$ cat src/rtl/iaid_pkg.sv
package iaid_pkg;

    // default number of stored words
    localparam int unsigned IAID_DEPTH = 16;

    // request codes
    localparam logic [2:0] OP_APPEND = 3'd0;
    localparam logic [2:0] OP_READ   = 3'd1;
    localparam logic [2:0] OP_WRITE  = 3'd2;
    localparam logic [2:0] OP_DELETE = 3'd3;
    localparam logic [2:0] OP_INSERT = 3'd4;

    // result status codes
    localparam logic [1:0] ST_OK    = 2'd0;
    localparam logic [1:0] ST_FULL  = 2'd1;
    localparam logic [1:0] ST_RANGE = 2'd2;

    // request word
    typedef struct packed {
        logic [2:0]         op;
        logic [4:0]         position;
        logic signed [31:0] data_in;
    } iaid_req_t;

    // result word
    typedef struct packed {
        logic signed [31:0] read_data;
        logic [4:0]         element_count;
        logic [1:0]         status;
    } iaid_rsp_t;

endpackage

$ cat src/rtl/indexed_array_insert_delete.sv
// Ordered array of up to DEPTH signed 32-bit words with indexed access.
// Request channel s_valid/s_ready/s_payload: op (append, read, write,
// delete, insert), position and data_in. Result channel
// m_valid/m_ready/m_payload: one word per request with read_data (zero
// unless a read succeeds), element_count after the request and status
// (ok, full, index out of range). A failed request changes nothing.
// Requests are processed one at a time; s_ready is high only when the
// sequencer is idle. After acceptance, append, write and failed or
// unknown requests go straight to the result; a read first waits for
// the registered store read; delete pulls each later element down one
// place; insert moves each element from the position up one place,
// then writes the new word. Each tail element moved takes a read state
// and a write state on the word store, which has a read port and a
// separate write port. The result sits in an output register, so
// the next request is taken while it waits; if the receiver stalls, a
// following result holds in the sequencer until the register frees up.
// Synchronous reset empties the array (count zero) and drops any result.
module indexed_array_insert_delete
    import iaid_pkg::*;
#(
    parameter int unsigned DEPTH = IAID_DEPTH
) (
    input  logic      aclk,
    input  logic      aresetn,
    input  logic      s_valid,
    output logic      s_ready,
    input  iaid_req_t s_payload,
    output logic      m_valid,
    input  logic      m_ready,
    output iaid_rsp_t m_payload
);

    localparam int unsigned AW = $clog2(DEPTH);
    localparam int unsigned CW = $clog2(DEPTH + 1);
    localparam int unsigned PW = (CW > 5) ? CW : 5;

    typedef enum logic [5:0] {
        S_IDLE = 6'b000001,
        S_READ = 6'b000010,
        S_SHRD = 6'b000100,
        S_SHWR = 6'b001000,
        S_PUT  = 6'b010000,
        S_DONE = 6'b100000
    } state_t;

    state_t             state_reg, state_next;
    logic [CW-1:0]      count_reg, count_next;
    logic [CW-1:0]      idx_reg, idx_next;
    logic [PW-1:0]      pos_reg, pos_next;
    logic               del_reg, del_next;
    logic signed [31:0] data_reg, data_next;
    logic signed [31:0] rd_res_reg, rd_res_next;
    logic [1:0]         status_reg, status_next;
    logic               m_valid_reg, m_valid_next;
    iaid_rsp_t          m_payload_reg, m_payload_next;

    // word store
    logic signed [31:0] mem [DEPTH];
    logic signed [31:0] rd_data_reg;
    logic               mem_we;
    logic [AW-1:0]      mem_wa;
    logic [AW-1:0]      mem_ra;
    logic signed [31:0] mem_wd;

    // request decode at acceptance
    logic [PW-1:0] in_pos_w;
    logic [PW-1:0] cnt_w;
    logic [PW-1:0] idx_w;
    logic          full;
    logic          pos_lt;
    logic          pos_le;
    logic          del_more_in;
    logic          del_more;
    logic          ins_more;
    logic          out_free;

    assign in_pos_w    = PW'(s_payload.position);
    assign cnt_w       = PW'(count_reg);
    assign idx_w       = PW'(idx_reg);
    assign full        = (count_reg == CW'(DEPTH));
    assign pos_lt      = (in_pos_w < cnt_w);
    assign pos_le      = (in_pos_w <= cnt_w);
    // delete: another element to pull down after the one at idx
    assign del_more_in = (({1'b0, in_pos_w} + 1'b1) < {1'b0, cnt_w});
    assign del_more    = (({1'b0, idx_w} + 2'd2) < {1'b0, cnt_w});
    // insert: another element to push up below idx
    assign ins_more    = ((idx_w - 1'b1) > pos_reg);
    assign out_free    = !m_valid_reg || m_ready;

    assign s_ready   = (state_reg == S_IDLE);
    assign m_valid   = m_valid_reg;
    assign m_payload = m_payload_reg;

    // read address: requested position when idle, shift source otherwise
    always_comb begin
        if (state_reg == S_IDLE) begin
            mem_ra = in_pos_w[AW-1:0];
        end else if (del_reg) begin
            mem_ra = AW'(idx_w + 1'b1);
        end else begin
            mem_ra = AW'(idx_w - 1'b1);
        end
    end

    // sequencer
    always_comb begin
        state_next     = state_reg;
        count_next     = count_reg;
        idx_next       = idx_reg;
        pos_next       = pos_reg;
        del_next       = del_reg;
        data_next      = data_reg;
        rd_res_next    = rd_res_reg;
        status_next    = status_reg;
        m_valid_next   = m_valid_reg && !m_ready;
        m_payload_next = m_payload_reg;
        mem_we         = 1'b0;
        mem_wa         = in_pos_w[AW-1:0];
        mem_wd         = s_payload.data_in;

        case (state_reg)
            S_IDLE: begin
                if (s_valid) begin
                    pos_next    = in_pos_w;
                    data_next   = s_payload.data_in;
                    rd_res_next = '0;
                    status_next = ST_OK;
                    idx_next    = CW'(in_pos_w);
                    del_next    = 1'b0;
                    state_next  = S_DONE;
                    case (s_payload.op)
                        OP_APPEND: begin
                            if (full) begin
                                status_next = ST_FULL;
                            end else begin
                                mem_we     = 1'b1;
                                mem_wa     = cnt_w[AW-1:0];
                                count_next = count_reg + 1'b1;
                            end
                        end
                        OP_READ: begin
                            if (pos_lt) begin
                                state_next = S_READ;
                            end else begin
                                status_next = ST_RANGE;
                            end
                        end
                        OP_WRITE: begin
                            if (pos_lt) begin
                                mem_we = 1'b1;
                            end else begin
                                status_next = ST_RANGE;
                            end
                        end
                        OP_DELETE: begin
                            if (!pos_lt) begin
                                status_next = ST_RANGE;
                            end else if (del_more_in) begin
                                del_next   = 1'b1;
                                state_next = S_SHRD;
                            end else begin
                                count_next = count_reg - 1'b1;
                            end
                        end
                        OP_INSERT: begin
                            if (!pos_le) begin
                                status_next = ST_RANGE;
                            end else if (full) begin
                                status_next = ST_FULL;
                            end else if (pos_lt) begin
                                idx_next   = count_reg;
                                state_next = S_SHRD;
                            end else begin
                                mem_we     = 1'b1;
                                count_next = count_reg + 1'b1;
                            end
                        end
                        default: begin
                        end
                    endcase
                end
            end
            S_READ: begin
                rd_res_next = rd_data_reg;
                state_next  = S_DONE;
            end
            S_SHRD: begin
                state_next = S_SHWR;
            end
            S_SHWR: begin
                // move one tail word into place
                mem_we = 1'b1;
                mem_wa = idx_w[AW-1:0];
                mem_wd = rd_data_reg;
                if (del_reg) begin
                    idx_next = idx_reg + 1'b1;
                    if (del_more) begin
                        state_next = S_SHRD;
                    end else begin
                        count_next = count_reg - 1'b1;
                        state_next = S_DONE;
                    end
                end else begin
                    idx_next = idx_reg - 1'b1;
                    if (ins_more) begin
                        state_next = S_SHRD;
                    end else begin
                        state_next = S_PUT;
                    end
                end
            end
            S_PUT: begin
                mem_we     = 1'b1;
                mem_wa     = pos_reg[AW-1:0];
                mem_wd     = data_reg;
                count_next = count_reg + 1'b1;
                state_next = S_DONE;
            end
            S_DONE: begin
                if (out_free) begin
                    m_valid_next                 = 1'b1;
                    m_payload_next.read_data     = rd_res_reg;
                    m_payload_next.element_count = 5'(count_reg);
                    m_payload_next.status        = status_reg;
                    state_next                   = S_IDLE;
                end
            end
            default: begin
                state_next = S_IDLE;
            end
        endcase
    end

    // control registers
    always_ff @(posedge aclk) begin
        if (!aresetn) begin
            state_reg   <= S_IDLE;
            count_reg   <= '0;
            m_valid_reg <= 1'b0;
        end else begin
            state_reg   <= state_next;
            count_reg   <= count_next;
            m_valid_reg <= m_valid_next;
        end
    end

    // payload registers
    always_ff @(posedge aclk) begin
        idx_reg       <= idx_next;
        pos_reg       <= pos_next;
        del_reg       <= del_next;
        data_reg      <= data_next;
        rd_res_reg    <= rd_res_next;
        status_reg    <= status_next;
        m_payload_reg <= m_payload_next;
    end

    // word store, registered read
    always_ff @(posedge aclk) begin
        if (mem_we) begin
            mem[mem_wa] <= mem_wd;
        end
        rd_data_reg <= mem[mem_ra];
    end

    // checks
    a_count_bound: assert property (@(posedge aclk) disable iff (!aresetn)
        count_reg <= CW'(DEPTH))
        else $error("element count beyond depth");

    a_busy_after_accept: assert property (@(posedge aclk) disable iff (!aresetn)
        s_valid && s_ready |=> !s_ready)
        else $error("request taken while previous one in progress");

    a_shift_index: assert property (@(posedge aclk) disable iff (!aresetn)
        (state_reg == S_SHRD || state_reg == S_SHWR) |-> idx_reg < count_reg
        || (!del_reg && idx_reg == count_reg))
        else $error("shift index outside stored elements");

    a_full_status: assert property (@(posedge aclk) disable iff (!aresetn)
        m_valid && m_payload.status == ST_FULL
        |-> m_payload.element_count == 5'(DEPTH))
        else $error("full status with free space");

    a_done_loads: assert property (@(posedge aclk) disable iff (!aresetn)
        state_reg == S_DONE && out_free |=> m_valid)
        else $error("finished result not presented");

endmodule
$ cat config.mk
export PLATFORM = sky130hd
export DESIGN_NAME = indexed_array_insert_delete
export DESIGN_NICKNAME = d
export VERILOG_FILES = /design/src/rtl/iaid_pkg.sv /design/src/rtl/indexed_array_insert_delete.sv
export SDC_FILE = /design/constraint.sdc
export NUM_CORES = 1
export LEC_CHECK = 0
export BUFFER_PORTS_ARGS = -buffer_cell sky130_fd_sc_hd__buf_2
export CAP_MARGIN = 20
export CORE_ASPECT_RATIO = 0.9
export CORE_UTILIZATION = 45
export DETAILED_ROUTE_END_ITERATION = 8
export GPL_TIMING_DRIVEN = 1
export SYNTH_ARGS = -nofsm -noshare
export SYNTH_HDL_FRONTEND = slang
export SYNTH_SLANG_ARGS = --single-unit
export TNS_END_PERCENT = 20
$ cat constraint.sdc
create_clock -name aclk -period 6.2 [get_ports aclk]
set_input_delay 1.24 -clock aclk [delete_from_list [all_inputs] [get_ports aclk]]
set_output_delay 1.24 -clock aclk [all_outputs]
set_load 0.02 [all_outputs]
Word-level counts from Yosys, hierarchy flattened
Memory sizes are Yosys's and may differ from the RTL's. A register that Yosys moved wholly into a read port is not among the register bits.
Cells that the tools add are included.
{ "op_classes": {"add_sub_neg": 6, "order_cmp": 5, "n_eq_ne": 22, "n_mux": 57, "n_reduce_logical": 18} }
{ "op_table": {"columns": ["operator", "n"], "rows": [
  ["case mux 32 bit (2 select lines)", 2],
  ["two-way mux 5 bit", 16],
  ["two-way mux 6 bit", 10],
  ["two-way mux 32 bit", 1],
  ["case mux 5 bit (3 select lines)", 2],
  ["case mux 6 bit (5 select lines)", 1],
  ["two-way mux 4 bit", 5],
  ["!= test 3 bit, second input constant", 6],
  ["case mux 6 bit (3 select lines)", 1],
  ["less-than comparator 6 x 5 -> 1 bit", 2],
  ["two-way mux 1 bit", 12],
  ["case mux 4 bit (3 select lines)", 1],
  ["AND reduction 2 bit", 6],
  ["AND reduction 11 bit", 1],
  ["adder 5 x 1 -> 5 bit, second input constant", 2],
  ["case mux 5 bit (2 select lines)", 1],
  ["subtractor 5 x 1 -> 5 bit, second input constant", 2],
  ["!= test 2 bit, second input constant", 4],
  ["adder 5 x 1 -> 6 bit, second input constant", 1],
  ["adder 5 x 2 -> 6 bit, second input constant", 1],
  ["equality test 3 x 2 -> 1 bit, second input constant", 2],
  ["equality test 6 x 1 -> 1 bit, second input constant", 1],
  ["equality test 6 x 2 -> 1 bit, second input constant", 1],
  ["equality test 6 x 3 -> 1 bit, second input constant", 1],
  ["other kinds (22)", 26]
]} }
{ "totals": {"regBits": 128, "mem_bits_rw": 512, "inputBits": 44, "word_cells": 121, "memories": 1} }
{ "memory_table": {"columns": ["memory", "depth", "width", "read_ports", "rd_clocked_by_memory_dff", "wr", "line", "text"], "rows": [
  ["mem", 16, 32, 1, 1, 1, "indexed_array_insert_delete.sv:58", "logic signed [31:0] mem [DEPTH];"]
]} }

Depth between registers and ports, before layout
{ "logic_depth": {"depth_word": 9, "depth_mapped": 12, "depth_no_buf": 11} }

Worst setup path after synthesis
No wires, ideal clock.
{ "synth_path": {"path_type": "in2reg", "start": "input port s_payload[39] (netlist name)", "end": "memory mem[0][0] (enable)", "setup_time_ns": 0.461, "t_arrival_ns": 5.252, "t_required_ns": 5.739, "path_slack_ns": 0.487, "stages": 6, "n_path_buf": 0, "path_cell_list": "or4b_2 -> nor4_2 -> mux2_2 -> a221oi_1 -> nand3_1 -> nor3_1"} }
{ "synth_via": {"elab_chain_cells": 6, "word_cells_on_any_way": 11} }
{ "synth_lines": {"columns": ["element", "line", "text"], "rows": [
  ["start, declared", "indexed_array_insert_delete.sv:27", "input iaid_req_t s_payload,"],
  ["equality test 3 bit, or another cell as far along", "indexed_array_insert_delete.sv:131", "case (s_payload.op)"],
  ["case mux 1 bit (3 select lines)", "indexed_array_insert_delete.sv:131", null],
  ["two-way mux 1 bit", "indexed_array_insert_delete.sv:123", "if (s_valid) begin"],
  ["case mux 1 bit (2 select lines)", "indexed_array_insert_delete.sv:121", "case (state_reg)"],
  ["two-way mux 1 bit", "indexed_array_insert_delete.sv:260", "if (mem_we) begin"],
  ["two-way mux 1 bit (not written as such)", "indexed_array_insert_delete.sv:261", "mem[mem_wa] <= mem_wd;"],
  ["end, declared", "indexed_array_insert_delete.sv:58", null]
]} }
Parallel ways exist; a longest one is shown, timed or not.

Final worst setup path
{ "layout_path": {"start": "register state_reg[1]", "end": "register rd_data_reg[24], read port of mem"} }
{ "layout_via": {"elab_chain_cells": 2} }
{ "layout_lines": {"columns": ["element", "line", "text"], "rows": [
  ["start, declared", "indexed_array_insert_delete.sv:46", "state_t state_reg, state_next;"],
  ["start signal, assigned", "indexed_array_insert_delete.sv:241", "state_reg <= state_next;"],
  ["equality test 6 x 1 -> 1 bit", "indexed_array_insert_delete.sv:96", "if (state_reg == S_IDLE) begin"],
  ["two-way mux 4 bit", "indexed_array_insert_delete.sv:96", null],
  ["end, declared", "indexed_array_insert_delete.sv:59", "logic signed [31:0] rd_data_reg;"]
]} }
No other way between the ends.
A chain may end at the register's enable or synchronous reset.

==> flow_summary.json <==
{
  "status": "finished clean",
  "critPathRequiredTime_ps": 6660,
  "synth_nets": 1708,
  "clock-sinks": 672,
  "cts_max_path_buffers": 3,
  "regArea_um2": 19700,
  "nFillCells": 4761,
  "grt_pass1_wl_mm": 91.2,
  "ioPinCount": 85,
  "synth_area_leaders": "edfxtp_1 71%, mux4_2 5.3%, dfxtp_1 3.3%, nand2_1 3.0%, a211oi_1 1.8%",
  "fp.dieW_um": 259,
  "cap_violations": 0,
  "synth_warnings": 0,
  "place.gp.congestion": 0.876,
  "clkLatencyLatePin_ps": 590,
  "grt_overflow": 0,
  "drt_iter0_drc": 1327,
  "numCtsBuffers": 69,
  "powerDensity_nw_per_um2": 368,
  "ant_nets": 0,
  "viasPerCell": 5.81,
  "synth_edf_count": 628,
  "finalSetupViolations": 0,
  "start_util_pct": 45.6,
  "core_um2": 58400,
  "finClkSkew_ps": 18.0,
  "hp-class": "register to register",
  "p_leak_nw": 10.2,
  "mostFrequentLayoutCell": "edfxtp_1",
  "crit_type": "register to register",
  "hold_viol": 0,
  "ys.flop_type": "edfxtp_1",
  "antenna_found_initial": 1,
  "crit_path_max_fanout": 191,
  "seq_area_frac_synth_pct": 74.1,
  "cts.clk_slew.worst_paths_ps": 60,
  "maxClockFrequency_mhz": 242,
  "syn_area_um2": 26600,
  "dieArea_um2": 60200,
  "drv_slew": 0,
  "multiInputGateArea_um2": 6580,
  "area_growth_pct": 13.4,
  "n_antenna_cell": 0,
  "synth-seq-cells": 672,
  "post_cts_buffers": 0,
  "port_buffers": 84,
  "first_global_vias": 14800,
  "track_usage_pct": 20.3,
  "crit_arrival_ps": 4590,
  "synth.distinct_cells": 67,
  "drcViolationCount": 0,
  "cts_tree": "done",
  "ys_async_sr_fraction_pct": 0,
  "die_h_um": 233,
  "largest_reg_flops": 512,
  "cts-htree-levels": 3,
  "tns_ps": 0,
  "dp_hpwl_mm": 34.7,
  "synth_area_leader_cell": "edfxtp_1",
  "layout.cells.non_filler": 2553,
  "worstMarginPinSlew_ps": 1180,
  "cts-resized-gates": 0,
  "endpoint_kind": "register",
  "r2r_slack_ps": 2070,
  "cts_root_buf": "clkbuf_16",
  "min_period_ps": 4130,
  "synth.top_cell.area_share_pct": 70.8,
  "first_pass_iters": 5,
  "syn_inst": 1636,
  "ctsHoldBuffers": 0,
  "min_path_cells": 0,
  "dr_total_vias": 14800,
  "reg2regPathDepth": 8,
  "grt_max_degree": 192,
  "vdd_drop_max_mv": 0.282,
  "relSlewSlack_pct": 21.3,
  "placed_cells": 2431,
  "layout-drive-gt1-share_pct": 18.2,
  "rsz0062_at_grt": "false",
  "path_cells": "nor2b_1, nand2_1, clkinv_1, o21ai_4, buf_12, mux4_2, a22o_1, a221o_1",
  "crit_path_start_kind": "register",
  "fin_crit_sh_pct": 66.6,
  "final_cell_mix": "628 x edfxtp_1, 213 x nand2_1, 84 x buf_2, 73 x clkbuf_16",
  "num-nets-final": 1801,
  "avgSynthCellArea_um2": 16.3,
  "rows": 84,
  "slowest_stage": "buf_12",
  "finalWirelength_mm": 60.1,
  "post_drt_wl_per_cell_um": 23.5,
  "slowest_delay_ps": 590
}
[synth_stat cells (8+ instances only)]
| cell | count |
|---|---|
| a211oi_1 | 63 |
| a21oi_1 | 11 |
| a221o_1 | 36 |
| a22o_1 | 35 |
| a22oi_1 | 32 |
| a31oi_1 | 65 |
| and2_1 | 34 |
| and3_1 | 66 |
| buf_1 | 8 |
| clkbuf_1 | 82 |
| dfxtp_1 | 44 |
| edfxtp_1 | 628 |
| ha_1 | 28 |
| inv_1 | 23 |
| mux2i_1 | 12 |
| mux4_2 | 63 |
| nand2_1 | 215 |
| nand3_1 | 21 |
| nor2_1 | 14 |
| nor3_1 | 22 |
| o21ai_0 | 15 |
| xor2_1 | 9 |
[per-layer routing]
layer	GRT usage, %	vias to the layer above	part of all wire, %
met5	0	-	0
met4	5.60	0	2.0
li1	-	6681	-
met3	3.62	89	6.2
met2	31.6	472	46
met1	29.5	7587	46
[area by class of cell]
type,instances,share of cell area [%]
sequential,672,65.3
multi-input combinational,838,21.8
clock buffer,96,6.40
tap,774,3.20
timing repair buffer,124,2.48
clock inverter,25,0.555
inverter,24,0.298
[worst max-delay path, delay by kind of cell (launching register included)]
| kind | cells | cell delay [ps] |
|---|---|---|
| simple gates | 2 | 710 |
| mux | 1 | 420 |
| buf+inv | 2 | 1140 |
| flops | 1 | 480 |
| compound gates | 3 | 890 |
[metrics by stage]
stage	util, %	power (W)	cell area [um^2]	worst slack [ps]	hold WS, ps
global route	51.7	0.0116	30200	1880	421
detailed placement	48.1	0.00733	28100	1670	406
global placement	48.1	0.00732	28100	1710	402
CTS	51.7	0.0112	30200	2180	419
finish	51.7	0.0111	30200	2070	417
floorplan	-	0.00672	26600	487	400
[worst paths after layout]
check / from / endpoint
hold / removal: rd_res_reg[22] / m_payload[29]
setup reg to reg: state_reg[1] / rd_data_reg[24]
hold reg to reg: rd_res_reg[22] / m_payload[29]
setup / recovery: state_reg[1] / rd_data_reg[24]
[report_power, final]
group	total (W)	leakage [nW]	internal, W	switching [W]
clock	0.00388	1.03	0.00226	0.00162
sequential	0.00534	6.07	0.00519	0.000148
combinational	0.00189	3.14	0.000727	0.00117
total	0.0111	10.2	0.00818	0.00294
[kinds of logic (layout without fill, tap and decap cells)]
| logic type | count (synthesis) | count (layout) | synth area share, % |
|---|---|---|---|
| flops | 672 | 672 | 74.1 |
| simple gates | 420 | 420 | 7.76 |
| compound gates | 297 | 297 | 8.47 |
| buf+inv | 126 | 269 | 1.99 |
| mux | 78 | 78 | 5.90 |
| fa+ha+maj | 28 | 28 | 1.31 |
| xor+xnor | 15 | 15 | 0.493 |
Note: power is estimated with default switching activity, not from simulation.
